[src/hw/rtl/digit_label_overlay_macros.svh]
// Assertion helpers for the label overlay. Every check is sampled on clk and
// switched off while rst_n is low.
`ifndef DIGIT_LABEL_OVERLAY_MACROS_SVH
`define DIGIT_LABEL_OVERLAY_MACROS_SVH

// The consequent must hold in the same cycle as the antecedent.
`define DLO_ASSERT_NOW(label, ante, cons, msg) \
    label: assert property (@(posedge clk) disable iff (!rst_n) (ante) |-> (cons)) \
        else $error(msg);

// The consequent must hold in the cycle after the antecedent.
`define DLO_ASSERT_NEXT(label, ante, cons, msg) \
    label: assert property (@(posedge clk) disable iff (!rst_n) (ante) |=> (cons)) \
        else $error(msg);

`endif

[src/hw/rtl/dlo_pkg.sv]
package dlo_pkg;

    // Register map, one 32-bit word per register.
    typedef enum logic [2:0] {
        REG_CENTRE_ROW       = 3'd0,
        REG_CENTRE_COL       = 3'd1,
        REG_LABEL_VALUE      = 3'd2,
        REG_GLYPH_HEIGHT     = 3'd3,
        REG_GLYPH_WIDTH      = 3'd4,
        REG_STROKE_HALF_ROWS = 3'd5,
        REG_STROKE_HALF_COLS = 3'd6
    } reg_idx_t;

    localparam int VALUE_BITS  = 7;
    localparam int SIZE_BITS   = 10;
    localparam int HALF_BITS   = 7;
    localparam int DIGIT_BITS  = 4;

    localparam logic [SIZE_BITS-1:0] GLYPH_HEIGHT_RST = 10'd48;
    localparam logic [SIZE_BITS-1:0] GLYPH_WIDTH_RST  = 10'd32;
    localparam logic [HALF_BITS-1:0] HALF_ROWS_RST    = 7'd2;
    localparam logic [HALF_BITS-1:0] HALF_COLS_RST    = 7'd1;

    localparam logic [VALUE_BITS-1:0] VALUE_ONE_DIGIT = 7'd10;
    localparam logic [VALUE_BITS-1:0] VALUE_LIMIT     = 7'd100;

    // Stroke set of one glyph, one bit per stroke.
    typedef logic [8:0] stroke_set_t;

    localparam int S_TOP   = 0;
    localparam int S_BOT   = 1;
    localparam int S_MID   = 2;
    localparam int S_LEFT  = 3;
    localparam int S_RIGHT = 4;
    localparam int S_LUP   = 5;
    localparam int S_RUP   = 6;
    localparam int S_LLOW  = 7;
    localparam int S_RLOW  = 8;

    typedef struct packed {
        logic [SIZE_BITS-1:0] height;
        logic [SIZE_BITS-1:0] width;
        logic [HALF_BITS-1:0] half_rows;
        logic [HALF_BITS-1:0] half_cols;
    } glyph_cfg_t;

    function automatic stroke_set_t digit_strokes(input logic [DIGIT_BITS-1:0] digit);
        stroke_set_t s;
        s = '0;
        unique case (digit)
            4'd0:
            begin
                s[S_TOP] = 1'b1; s[S_BOT] = 1'b1; s[S_LEFT] = 1'b1; s[S_RIGHT] = 1'b1;
            end
            4'd1:
            begin
                s[S_RIGHT] = 1'b1;
            end
            4'd2:
            begin
                s[S_TOP] = 1'b1; s[S_BOT] = 1'b1; s[S_MID] = 1'b1;
                s[S_RUP] = 1'b1; s[S_LLOW] = 1'b1;
            end
            4'd3:
            begin
                s[S_TOP] = 1'b1; s[S_BOT] = 1'b1; s[S_MID] = 1'b1; s[S_RIGHT] = 1'b1;
            end
            4'd4:
            begin
                s[S_MID] = 1'b1; s[S_RIGHT] = 1'b1; s[S_LUP] = 1'b1;
            end
            4'd5:
            begin
                s[S_TOP] = 1'b1; s[S_BOT] = 1'b1; s[S_MID] = 1'b1;
                s[S_LUP] = 1'b1; s[S_RLOW] = 1'b1;
            end
            4'd6:
            begin
                s[S_TOP] = 1'b1; s[S_BOT] = 1'b1; s[S_MID] = 1'b1;
                s[S_LEFT] = 1'b1; s[S_RLOW] = 1'b1;
            end
            4'd7:
            begin
                s[S_RIGHT] = 1'b1; s[S_TOP] = 1'b1; s[S_RLOW] = 1'b1; s[S_LUP] = 1'b1;
            end
            4'd8:
            begin
                s[S_TOP] = 1'b1; s[S_BOT] = 1'b1; s[S_LEFT] = 1'b1;
                s[S_RIGHT] = 1'b1; s[S_MID] = 1'b1;
            end
            4'd9:
            begin
                s[S_RIGHT] = 1'b1; s[S_TOP] = 1'b1; s[S_BOT] = 1'b1;
                s[S_MID] = 1'b1; s[S_LUP] = 1'b1;
            end
            default:
            begin
                s = '0;
            end
        endcase
        return s;
    endfunction

endpackage

[src/hw/rtl/dlo_regs.sv]
module dlo_regs #(
    parameter int COORD_BITS = 12
) (
    input  logic                               clk,
    input  logic                               rst_n,
    input  logic                               psel,
    input  logic                               penable,
    input  logic                               pwrite,
    input  logic [4:0]                         paddr,
    input  logic [31:0]                        pwdata,
    output logic [31:0]                        prdata,
    output logic                               pready,
    output logic [COORD_BITS-1:0]              centre_row,
    output logic [COORD_BITS-1:0]              centre_col,
    output logic [dlo_pkg::VALUE_BITS-1:0]     label_value,
    output dlo_pkg::glyph_cfg_t                glyph_cfg
);

    logic [COORD_BITS-1:0]          centre_row_reg;
    logic [COORD_BITS-1:0]          centre_col_reg;
    logic [dlo_pkg::VALUE_BITS-1:0] label_value_reg;
    dlo_pkg::glyph_cfg_t            glyph_cfg_reg;
    dlo_pkg::reg_idx_t              idx;
    logic                           wr_en;

    assign pready = 1'b1;
    assign idx    = dlo_pkg::reg_idx_t'(paddr[4:2]);
    assign wr_en  = psel && penable && pwrite;

    always_ff @(posedge clk or negedge rst_n)
    begin
        if (!rst_n)
        begin
            centre_row_reg          <= '0;
            centre_col_reg          <= '0;
            label_value_reg         <= '0;
            glyph_cfg_reg.height    <= dlo_pkg::GLYPH_HEIGHT_RST;
            glyph_cfg_reg.width     <= dlo_pkg::GLYPH_WIDTH_RST;
            glyph_cfg_reg.half_rows <= dlo_pkg::HALF_ROWS_RST;
            glyph_cfg_reg.half_cols <= dlo_pkg::HALF_COLS_RST;
        end
        else if (wr_en)
        begin
            unique case (idx)
                dlo_pkg::REG_CENTRE_ROW:
                    centre_row_reg <= pwdata[COORD_BITS-1:0];
                dlo_pkg::REG_CENTRE_COL:
                    centre_col_reg <= pwdata[COORD_BITS-1:0];
                dlo_pkg::REG_LABEL_VALUE:
                    label_value_reg <= pwdata[dlo_pkg::VALUE_BITS-1:0];
                dlo_pkg::REG_GLYPH_HEIGHT:
                    glyph_cfg_reg.height <= pwdata[dlo_pkg::SIZE_BITS-1:0];
                dlo_pkg::REG_GLYPH_WIDTH:
                    glyph_cfg_reg.width <= pwdata[dlo_pkg::SIZE_BITS-1:0];
                dlo_pkg::REG_STROKE_HALF_ROWS:
                    glyph_cfg_reg.half_rows <= pwdata[dlo_pkg::HALF_BITS-1:0];
                dlo_pkg::REG_STROKE_HALF_COLS:
                    glyph_cfg_reg.half_cols <= pwdata[dlo_pkg::HALF_BITS-1:0];
                default:
                begin
                end
            endcase
        end
    end

    always_comb
    begin
        prdata = '0;
        unique case (idx)
            dlo_pkg::REG_CENTRE_ROW:       prdata = 32'(centre_row_reg);
            dlo_pkg::REG_CENTRE_COL:       prdata = 32'(centre_col_reg);
            dlo_pkg::REG_LABEL_VALUE:      prdata = 32'(label_value_reg);
            dlo_pkg::REG_GLYPH_HEIGHT:     prdata = 32'(glyph_cfg_reg.height);
            dlo_pkg::REG_GLYPH_WIDTH:      prdata = 32'(glyph_cfg_reg.width);
            dlo_pkg::REG_STROKE_HALF_ROWS: prdata = 32'(glyph_cfg_reg.half_rows);
            dlo_pkg::REG_STROKE_HALF_COLS: prdata = 32'(glyph_cfg_reg.half_cols);
            default:                       prdata = '0;
        endcase
    end

    assign centre_row  = centre_row_reg;
    assign centre_col  = centre_col_reg;
    assign label_value = label_value_reg;
    assign glyph_cfg   = glyph_cfg_reg;

endmodule

[src/hw/rtl/dlo_glyph.sv]
// Decides whether glyph cell (m, n) of one digit is dark. Every stroke is a
// rectangle grown by the half thicknesses, so each test compares m and n against its bounds.
module dlo_glyph #(
    parameter int SW = 14
) (
    input  logic [dlo_pkg::DIGIT_BITS-1:0] digit,
    input  logic signed [SW-1:0]           m,
    input  logic signed [SW-1:0]           n,
    input  dlo_pkg::glyph_cfg_t            cfg,
    output logic                           dark
);

    logic signed [SW-1:0] hs;
    logic signed [SW-1:0] ws;
    logic signed [SW-1:0] mid;
    logic signed [SW-1:0] hrs;
    logic signed [SW-1:0] hcs;
    dlo_pkg::stroke_set_t strokes;
    logic in_glyph;
    logic row_top, row_bot, row_mid, row_up, row_low;
    logic col_left, col_right;

    assign hs  = $signed({{(SW-dlo_pkg::SIZE_BITS){1'b0}}, cfg.height});
    assign ws  = $signed({{(SW-dlo_pkg::SIZE_BITS){1'b0}}, cfg.width});
    assign mid = $signed({{(SW-dlo_pkg::SIZE_BITS+1){1'b0}},
                          cfg.height[dlo_pkg::SIZE_BITS-1:1]});
    assign hrs = $signed({{(SW-dlo_pkg::HALF_BITS){1'b0}}, cfg.half_rows});
    assign hcs = $signed({{(SW-dlo_pkg::HALF_BITS){1'b0}}, cfg.half_cols});

    assign strokes = dlo_pkg::digit_strokes(digit);

    // Row 0 and column 0 of a glyph stay light.
    assign in_glyph = (m >= SW'(1)) && (n >= SW'(1)) && (m < hs) && (n < ws);

    assign row_top   = m <= hrs;
    assign row_bot   = m >= hs - SW'(1) - hrs;
    assign row_mid   = (m >= mid - hrs) && (m <= mid + hrs);
    // Half-height side strokes vanish when the glyph is too short to hold them.
    assign row_up    = (mid >= SW'(2)) && (m <= mid - SW'(1) + hrs);
    assign row_low   = (hs >= SW'(3)) && (m >= mid + SW'(1) - hrs);
    assign col_left  = n <= hcs;
    assign col_right = n >= ws - SW'(1) - hcs;

    assign dark = in_glyph && (
        (strokes[dlo_pkg::S_TOP]   && row_top)  ||
        (strokes[dlo_pkg::S_BOT]   && row_bot)  ||
        (strokes[dlo_pkg::S_MID]   && row_mid)  ||
        (strokes[dlo_pkg::S_LEFT]  && col_left) ||
        (strokes[dlo_pkg::S_RIGHT] && col_right) ||
        (strokes[dlo_pkg::S_LUP]   && row_up  && col_left)  ||
        (strokes[dlo_pkg::S_RUP]   && row_up  && col_right) ||
        (strokes[dlo_pkg::S_LLOW]  && row_low && col_left)  ||
        (strokes[dlo_pkg::S_RLOW]  && row_low && col_right));

endmodule

[src/hw/rtl/digit_label_overlay.sv]
// Channel  | Direction | Signals                         | Carries
// s_*      | in        | s_tvalid, s_tready, s_tdata     | pixel row, column and grey level
// m_*      | out       | m_tvalid, m_tready, m_tdata     | grey level after the overlay
// APB      | in/out    | psel, penable, pwrite, paddr... | seven control registers
//
// One word per clock sustained while m_tready is high. Each word passes the
// input register, then the glyph compares feed the output register.
// m_tvalid rises when the word moves from the input to the output register.
// rst_n clears both stage valid flags and loads the register reset values.
// A stall on m_tready holds the output word; the input stage keeps
// accepting until it too is full, so no bubble is added when the stall ends.
module digit_label_overlay #(
    parameter int COORD_BITS = 12,
    localparam int S_TDATA_W = ((2 * COORD_BITS + 8 + 7) / 8) * 8
) (
    input  logic                 clk,
    input  logic                 rst_n,
    input  logic                 s_tvalid,
    output logic                 s_tready,
    // pixel_row, pixel_col, pixel_in (from the lowest bit up), then zero fill
    input  logic [S_TDATA_W-1:0] s_tdata,
    output logic                 m_tvalid,
    input  logic                 m_tready,
    // pixel_out
    output logic [7:0]           m_tdata,
    input  logic                 psel,
    input  logic                 penable,
    input  logic                 pwrite,
    input  logic [4:0]           paddr,
    input  logic [31:0]          pwdata,
    output logic [31:0]          prdata,
    output logic                 pready
);

    `include "digit_label_overlay_macros.svh"

    localparam int SW = ((COORD_BITS > dlo_pkg::SIZE_BITS) ? COORD_BITS
                                                           : dlo_pkg::SIZE_BITS) + 2;

    logic [COORD_BITS-1:0]          centre_row;
    logic [COORD_BITS-1:0]          centre_col;
    logic [dlo_pkg::VALUE_BITS-1:0] label_value;
    dlo_pkg::glyph_cfg_t            glyph_cfg;

    dlo_regs #(
        .COORD_BITS (COORD_BITS)
    ) u_regs (
        .clk         (clk),
        .rst_n       (rst_n),
        .psel        (psel),
        .penable     (penable),
        .pwrite      (pwrite),
        .paddr       (paddr),
        .pwdata      (pwdata),
        .prdata      (prdata),
        .pready      (pready),
        .centre_row  (centre_row),
        .centre_col  (centre_col),
        .label_value (label_value),
        .glyph_cfg   (glyph_cfg)
    );

    // Pipeline control
    logic                  s1_valid_reg, s1_valid_next;
    logic [COORD_BITS-1:0] s1_row_reg, s1_row_next;
    logic [COORD_BITS-1:0] s1_col_reg, s1_col_next;
    logic [7:0]            s1_pix_reg, s1_pix_next;
    logic                  out_valid_reg, out_valid_next;
    logic [7:0]            out_pix_reg, out_pix_next;
    logic                  s1_adv;
    logic                  s_take;
    logic                  dark;

    assign s1_adv   = !out_valid_reg || m_tready;
    assign s_tready = !s1_valid_reg || s1_adv;
    assign s_take   = s_tvalid && s_tready;

    always_comb
    begin
        s1_valid_next  = s1_valid_reg;
        s1_row_next    = s1_row_reg;
        s1_col_next    = s1_col_reg;
        s1_pix_next    = s1_pix_reg;
        out_valid_next = out_valid_reg;
        out_pix_next   = out_pix_reg;
        if (s_tready)
        begin
            s1_valid_next = s_tvalid;
            s1_row_next   = s_tdata[COORD_BITS-1:0];
            s1_col_next   = s_tdata[2*COORD_BITS-1:COORD_BITS];
            s1_pix_next   = s_tdata[2*COORD_BITS+7:2*COORD_BITS];
        end
        if (s1_adv)
        begin
            out_valid_next = s1_valid_reg;
            out_pix_next   = dark ? 8'd0 : s1_pix_reg;
        end
    end

    always_ff @(posedge clk or negedge rst_n)
    begin
        if (!rst_n)
        begin
            s1_valid_reg  <= 1'b0;
            out_valid_reg <= 1'b0;
        end
        else
        begin
            s1_valid_reg  <= s1_valid_next;
            out_valid_reg <= out_valid_next;
        end
    end

    always_ff @(posedge clk)
    begin
        s1_row_reg  <= s1_row_next;
        s1_col_reg  <= s1_col_next;
        s1_pix_reg  <= s1_pix_next;
        out_pix_reg <= out_pix_next;
    end

    assign m_tvalid = out_valid_reg;
    assign m_tdata  = out_pix_reg;

    // Glyph placement
    logic signed [SW-1:0] row_s, col_s, crow_s, ccol_s;
    logic signed [SW-1:0] h_s, w_s, h_half_s, w_half_s, h_even_s, w_even_s;
    logic signed [SW-1:0] m, n_single, n_tens, n_units;
    logic signed [SW-1:0] n_a;
    logic [14:0]          tens_prod;
    logic [dlo_pkg::DIGIT_BITS-1:0] tens, units, digit_a;
    logic [6:0]           tens_x10;
    logic [6:0]           units_full;
    logic                 single, base_ok, m_ok, na_ok, nb_ok;
    logic                 dark_a, dark_b;

    assign row_s    = $signed({{(SW-COORD_BITS){1'b0}}, s1_row_reg});
    assign col_s    = $signed({{(SW-COORD_BITS){1'b0}}, s1_col_reg});
    assign crow_s   = $signed({{(SW-COORD_BITS){1'b0}}, centre_row});
    assign ccol_s   = $signed({{(SW-COORD_BITS){1'b0}}, centre_col});
    assign h_s      = $signed({{(SW-dlo_pkg::SIZE_BITS){1'b0}}, glyph_cfg.height});
    assign w_s      = $signed({{(SW-dlo_pkg::SIZE_BITS){1'b0}}, glyph_cfg.width});
    assign h_half_s = $signed({{(SW-dlo_pkg::SIZE_BITS+1){1'b0}},
                               glyph_cfg.height[dlo_pkg::SIZE_BITS-1:1]});
    assign w_half_s = $signed({{(SW-dlo_pkg::SIZE_BITS+1){1'b0}},
                               glyph_cfg.width[dlo_pkg::SIZE_BITS-1:1]});
    assign h_even_s = $signed({{(SW-dlo_pkg::SIZE_BITS){1'b0}},
                               glyph_cfg.height[dlo_pkg::SIZE_BITS-1:1], 1'b0});
    assign w_even_s = $signed({{(SW-dlo_pkg::SIZE_BITS){1'b0}},
                               glyph_cfg.width[dlo_pkg::SIZE_BITS-1:1], 1'b0});

    assign m        = row_s - crow_s + h_half_s - SW'(1);
    assign n_single = col_s - ccol_s + w_half_s;
    assign n_tens   = col_s - ccol_s + w_s;
    assign n_units  = col_s - ccol_s;

    // Tens digit by multiplying with 205/2048, exact for values below 100.
    assign tens_prod  = {8'd0, label_value} * 15'd205;
    assign tens       = tens_prod[14:11];
    assign tens_x10   = {3'd0, tens} * 7'd10;
    assign units_full = label_value - tens_x10;
    assign units      = units_full[dlo_pkg::DIGIT_BITS-1:0];

    assign single  = label_value < dlo_pkg::VALUE_ONE_DIGIT;
    assign m_ok    = (m >= SW'(0)) && (m <= h_even_s - SW'(2));
    assign base_ok = (s1_row_reg != '0) && (s1_col_reg != '0) &&
                     (label_value < dlo_pkg::VALUE_LIMIT) && m_ok;

    assign digit_a = single ? label_value[dlo_pkg::DIGIT_BITS-1:0] : tens;
    assign n_a     = single ? n_single : n_tens;
    assign na_ok   = single ? ((n_single >= SW'(1)) && (n_single <= w_even_s - SW'(1)))
                            : ((n_tens >= SW'(1)) && (n_tens <= w_s - SW'(1)));
    assign nb_ok   = !single && (n_units >= SW'(1)) && (n_units <= w_s);

    dlo_glyph #(
        .SW (SW)
    ) u_glyph_a (
        .digit (digit_a),
        .m     (m),
        .n     (n_a),
        .cfg   (glyph_cfg),
        .dark  (dark_a)
    );

    dlo_glyph #(
        .SW (SW)
    ) u_glyph_b (
        .digit (units),
        .m     (m),
        .n     (n_units),
        .cfg   (glyph_cfg),
        .dark  (dark_b)
    );

    assign dark = base_ok && ((na_ok && dark_a) || (nb_ok && dark_b));

    // Checks
    `DLO_ASSERT_NEXT(a_stage_holds, s1_valid_reg && !s1_adv, s1_valid_reg,
        "input stage dropped a word while the output was stalled")
    `DLO_ASSERT_NEXT(a_pass_or_black, s1_valid_reg && s1_adv,
        (out_pix_reg == $past(s1_pix_reg)) || (out_pix_reg == 8'd0),
        "output pixel is neither the input pixel nor black")
    `DLO_ASSERT_NEXT(a_large_value,
        s1_valid_reg && s1_adv && (label_value >= dlo_pkg::VALUE_LIMIT),
        out_pix_reg == $past(s1_pix_reg),
        "pixel changed although the label value draws nothing")
    `DLO_ASSERT_NEXT(a_image_origin,
        s1_valid_reg && s1_adv && ((s1_row_reg == '0) || (s1_col_reg == '0)),
        out_pix_reg == $past(s1_pix_reg),
        "pixel in image row 0 or column 0 was overwritten")
    `DLO_ASSERT_NEXT(a_take_fills, s_take, s1_valid_reg,
        "accepted word did not reach the input stage")

endmodule

[config.mk]
export PLATFORM = sky130hd
export DESIGN_NAME = digit_label_overlay
export DESIGN_NICKNAME = d
export VERILOG_FILES = /design/src/hw/rtl/dlo_pkg.sv /design/src/hw/rtl/dlo_regs.sv /design/src/hw/rtl/dlo_glyph.sv /design/src/hw/rtl/digit_label_overlay.sv
export VERILOG_INCLUDE_DIRS = /design/src /design/src/hw/rtl
export SDC_FILE = /design/constraint.sdc
export NUM_CORES = 1
export LEC_CHECK = 0
export BUFFER_PORTS_ARGS = -buffer_cell sky130_fd_sc_hd__buf_4
export CORE_ASPECT_RATIO = 0.75
export CORE_MARGIN = 2
export CORE_UTILIZATION = 50
export CTS_CLUSTER_DIAMETER = 100
export DETAILED_ROUTE_END_ITERATION = 12
export GPL_TIMING_DRIVEN = 0
export HOLD_SLACK_MARGIN = 0.15
export PLACE_DENSITY = 0.72
export SYNTH_ARGS = -nofsm -noshare
export SYNTH_HDL_FRONTEND = slang
export SYNTH_SLANG_ARGS = --single-unit
export TNS_END_PERCENT = 100
[constraint.sdc]
create_clock -name clk -period 13.87 [get_ports clk]
set_input_delay 0.6935 -clock clk [delete_from_list [all_inputs] [get_ports clk]]
set_output_delay 0.6935 -clock clk [all_outputs]
set_load 0.01 [all_outputs]
==> impl_metrics.csv <==
group,metric,value,unit
timing,whs,0.472,ns
global_route,grt_pass1_wl,79.4,mm
yosys,seq_area_frac_synth,17.9,%
timing,fin_crit_sh,58.7,%
drt,viasPerCell,6.18,
drt,first_pass_iters,5,
yosys,synth_area,16100,um2
clock_network,htreeDepth,3,
floorplan,start_util,51.1,%
final_layout,layout-drive-gt1-share,9.74,%
floorplan,core,31500,um2
yosys,synth_edf_count,40,
yosys,ys_async_sr_fraction,62.6,%
final_layout,final_cell_mix,"ha_1, inv_1, o21ai_0",
yosys,ys_ff_latch,107,
yosys,synthCells,1901,
flow_run,cap_viol_max_count,0,
setup_path,critPathKind,"reg -> reg",
drt,drt-initial-drc-count,1503,
timing,period_needed,8.15,ns
timing,tightest_slew,1.30,ns
setup_path,cp-end-kind,"register",
floorplan,rows,56,
run_status,outcome,"finished clean",
min_path,hp-class,"in -> async",
clock_network,clock_latency,0.36,ns
setup_path,rrSetupSlack,5.72,ns
timing,maxSlewViolCount,0,
drt,antenna_left,0,
setup_path,crit_fanout,8,
final_layout,final_common_cell,"ha_1",
floorplan,die_width,211,um
clock_network,cts_resized,0,
floorplan,die_h,159,um
final_layout,diodes,0,
floorplan,design.portCount,119,
global_route,antenna_found_initial,0,
setup_path,critPathBufInv,3,
global_route,track_usage,30.4,%
drt,drt_wl_total,51.5,mm
place,gp_congestion,0.987,
yosys,avgSynthCellArea,8.46,um2
setup_path,crit_arrival,8.22,ns
global_route,grt_max_degree,68,
drt,wire_per_inst,21.3,um
setup_path,path_delay_family,"compound AO/OA/AOI/OAI gates",
setup_path,worst_r2r_startpoint,"s1_row_reg[0]",
place,dp_slack,5.90,ns
clock_network,cts.sinks,107,
place,port_buffers,74,
clock_network,clk_path_buf_depth,2,
setup_path,cpPeakStageDelay,0.73,ns
clock_network,cts_tree,"yes",
timing,fmax,123,MHz
timing,hold_viol,0,
final_layout,area_delta_synth_final,9.09,%
setup_path,timing.rr.end,"m_tdata[3]",
yosys,synth_ff_type,"dfrtp_1",
final_layout,fin_nets,2430,
setup_path,cp_slowest_cell,"a2111oi_4",
timing,skew,0.00602,ns
yosys,synth_cell_type_count,106,
drt,drc,0,
setup_path,reg2regPathDepth,32,
final_layout,fin_cells,2419,
drt,vias,14938,
place,dp_cells,2402,
clock_network,post_cts_buffers,0,
clock_network,cts_buffers,9,
setup_path,cp-start-kind,"register",
timing,rsz0062_at_grt,"no",
final_layout,largest_reg_flops,34,
global_route,first_global_vias,13809,
timing,slew_headroom,13.3,%
place,dp_hpwl,42.4,mm
floorplan,die-area,33600,um2
timing,finalSetupViolations,0,
timing,tns,0,ns
setup_path,critPathMostFrequentCell,"ha_1",
setup_path,critPathRequiredTime,13.95,ns
timing,fin_ws,5.72,ns
yosys,yosysWarningCount,0,
clock_network,root_buffer,"clkbuf_16",
global_route,overflow,0,
clock_network,path_clk_slew,0.08,ns
clock_network,hold_buffers,0,
[cell usage after synthesis, types with 36 or more instances]
cell | count | area (um2)
o21a_1 | 38 | 285
o21ai_0 | 139 | 696
a21oi_1 | 112 | 561
dfrtp_1 | 62 | 1550
nor2_1 | 107 | 402
nor2b_1 | 40 | 250
xnor2_1 | 93 | 815
nand3_1 | 46 | 230
inv_1 | 186 | 698
ha_1 | 326 | 4080
nand2_1 | 131 | 492
clkbuf_1 | 36 | 135
nand2b_1 | 43 | 269
edfxtp_1 | 40 | 1200
nor3_1 | 41 | 205
[layout make-up]
cell class / instances / area [um2]
clock buffers: 10 / 229
well taps: 406 / 508
repair buffers: 77 / 599
flip-flops and latches: 107 / 2880
fillers: 2860 / 13900
multi-input cells: 1559 / 12200
plain buffers: 63 / 342
inverters: 191 / 718
clock inverters: 6 / 55.1
[per-stage QoR]
step | util, % | area, um2
4_1_cts | 55.8 | 17500
5_1_grt | 55.8 | 17500
3_3_place_gp | 54.7 | 17200
6_report | 55.8 | 17500
3_5_place_dp | 54.9 | 17300
2_1_floorplan | - | 16200
[worst register-to-register path, delay by kind of cell (launching register included)]
family                   cells  cell delay, ns
AO/OA/AOI/OAI               12            3.64
AND/OR/NAND/NOR             10            1.65
adder cells (fa/ha/maj)      5            1.29
multiplexers                 1            0.49
flip-flops                   1            0.44
buffers and inverters        3            0.24
XOR/XNOR                     1            0.14
[layer usage]
layer  part of all wire [%]  track usage [%]  vias up
li1                       -                -     7069
met2                     39             42.0      704
met5                      0                0        -
met3                     12             8.26       58
met1                     47             46.7     7107
met4                    1.9             6.05        0
[cells by family (layout without fill, tap and decap cells)]
group	count (synthesis)	after routing	synth area share (%)
XOR/XNOR	125	125	6.90
multiplexers	44	44	3.44
adder cells (fa/ha/maj)	346	346	27.8
AND/OR/NAND/NOR	532	532	17.2
other	2	21	0.0467
flip-flops	107	107	17.9
AO/OA/AOI/OAI	491	491	20.1
buffers and inverters	254	347	6.59
[worst max-delay path by stage]
stage,start,end,slack [ns],cells after the start
floorplan,u_regs.label_value[4],m_tdata[0],7.75,21
global placement,s1_row_reg[0],m_tdata[5],6.00,32
detailed placement,s1_row_reg[0],m_tdata[7],5.90,32
CTS,s1_row_reg[0],m_tdata[7],5.83,32
global route,s1_row_reg[0],m_tdata[3],5.23,32
finish,s1_row_reg[0],m_tdata[3],5.72,32
Power is left out: the tool's default activity adds up to more than one toggle a clock period on the data nets, which glitch-free logic cannot reach.
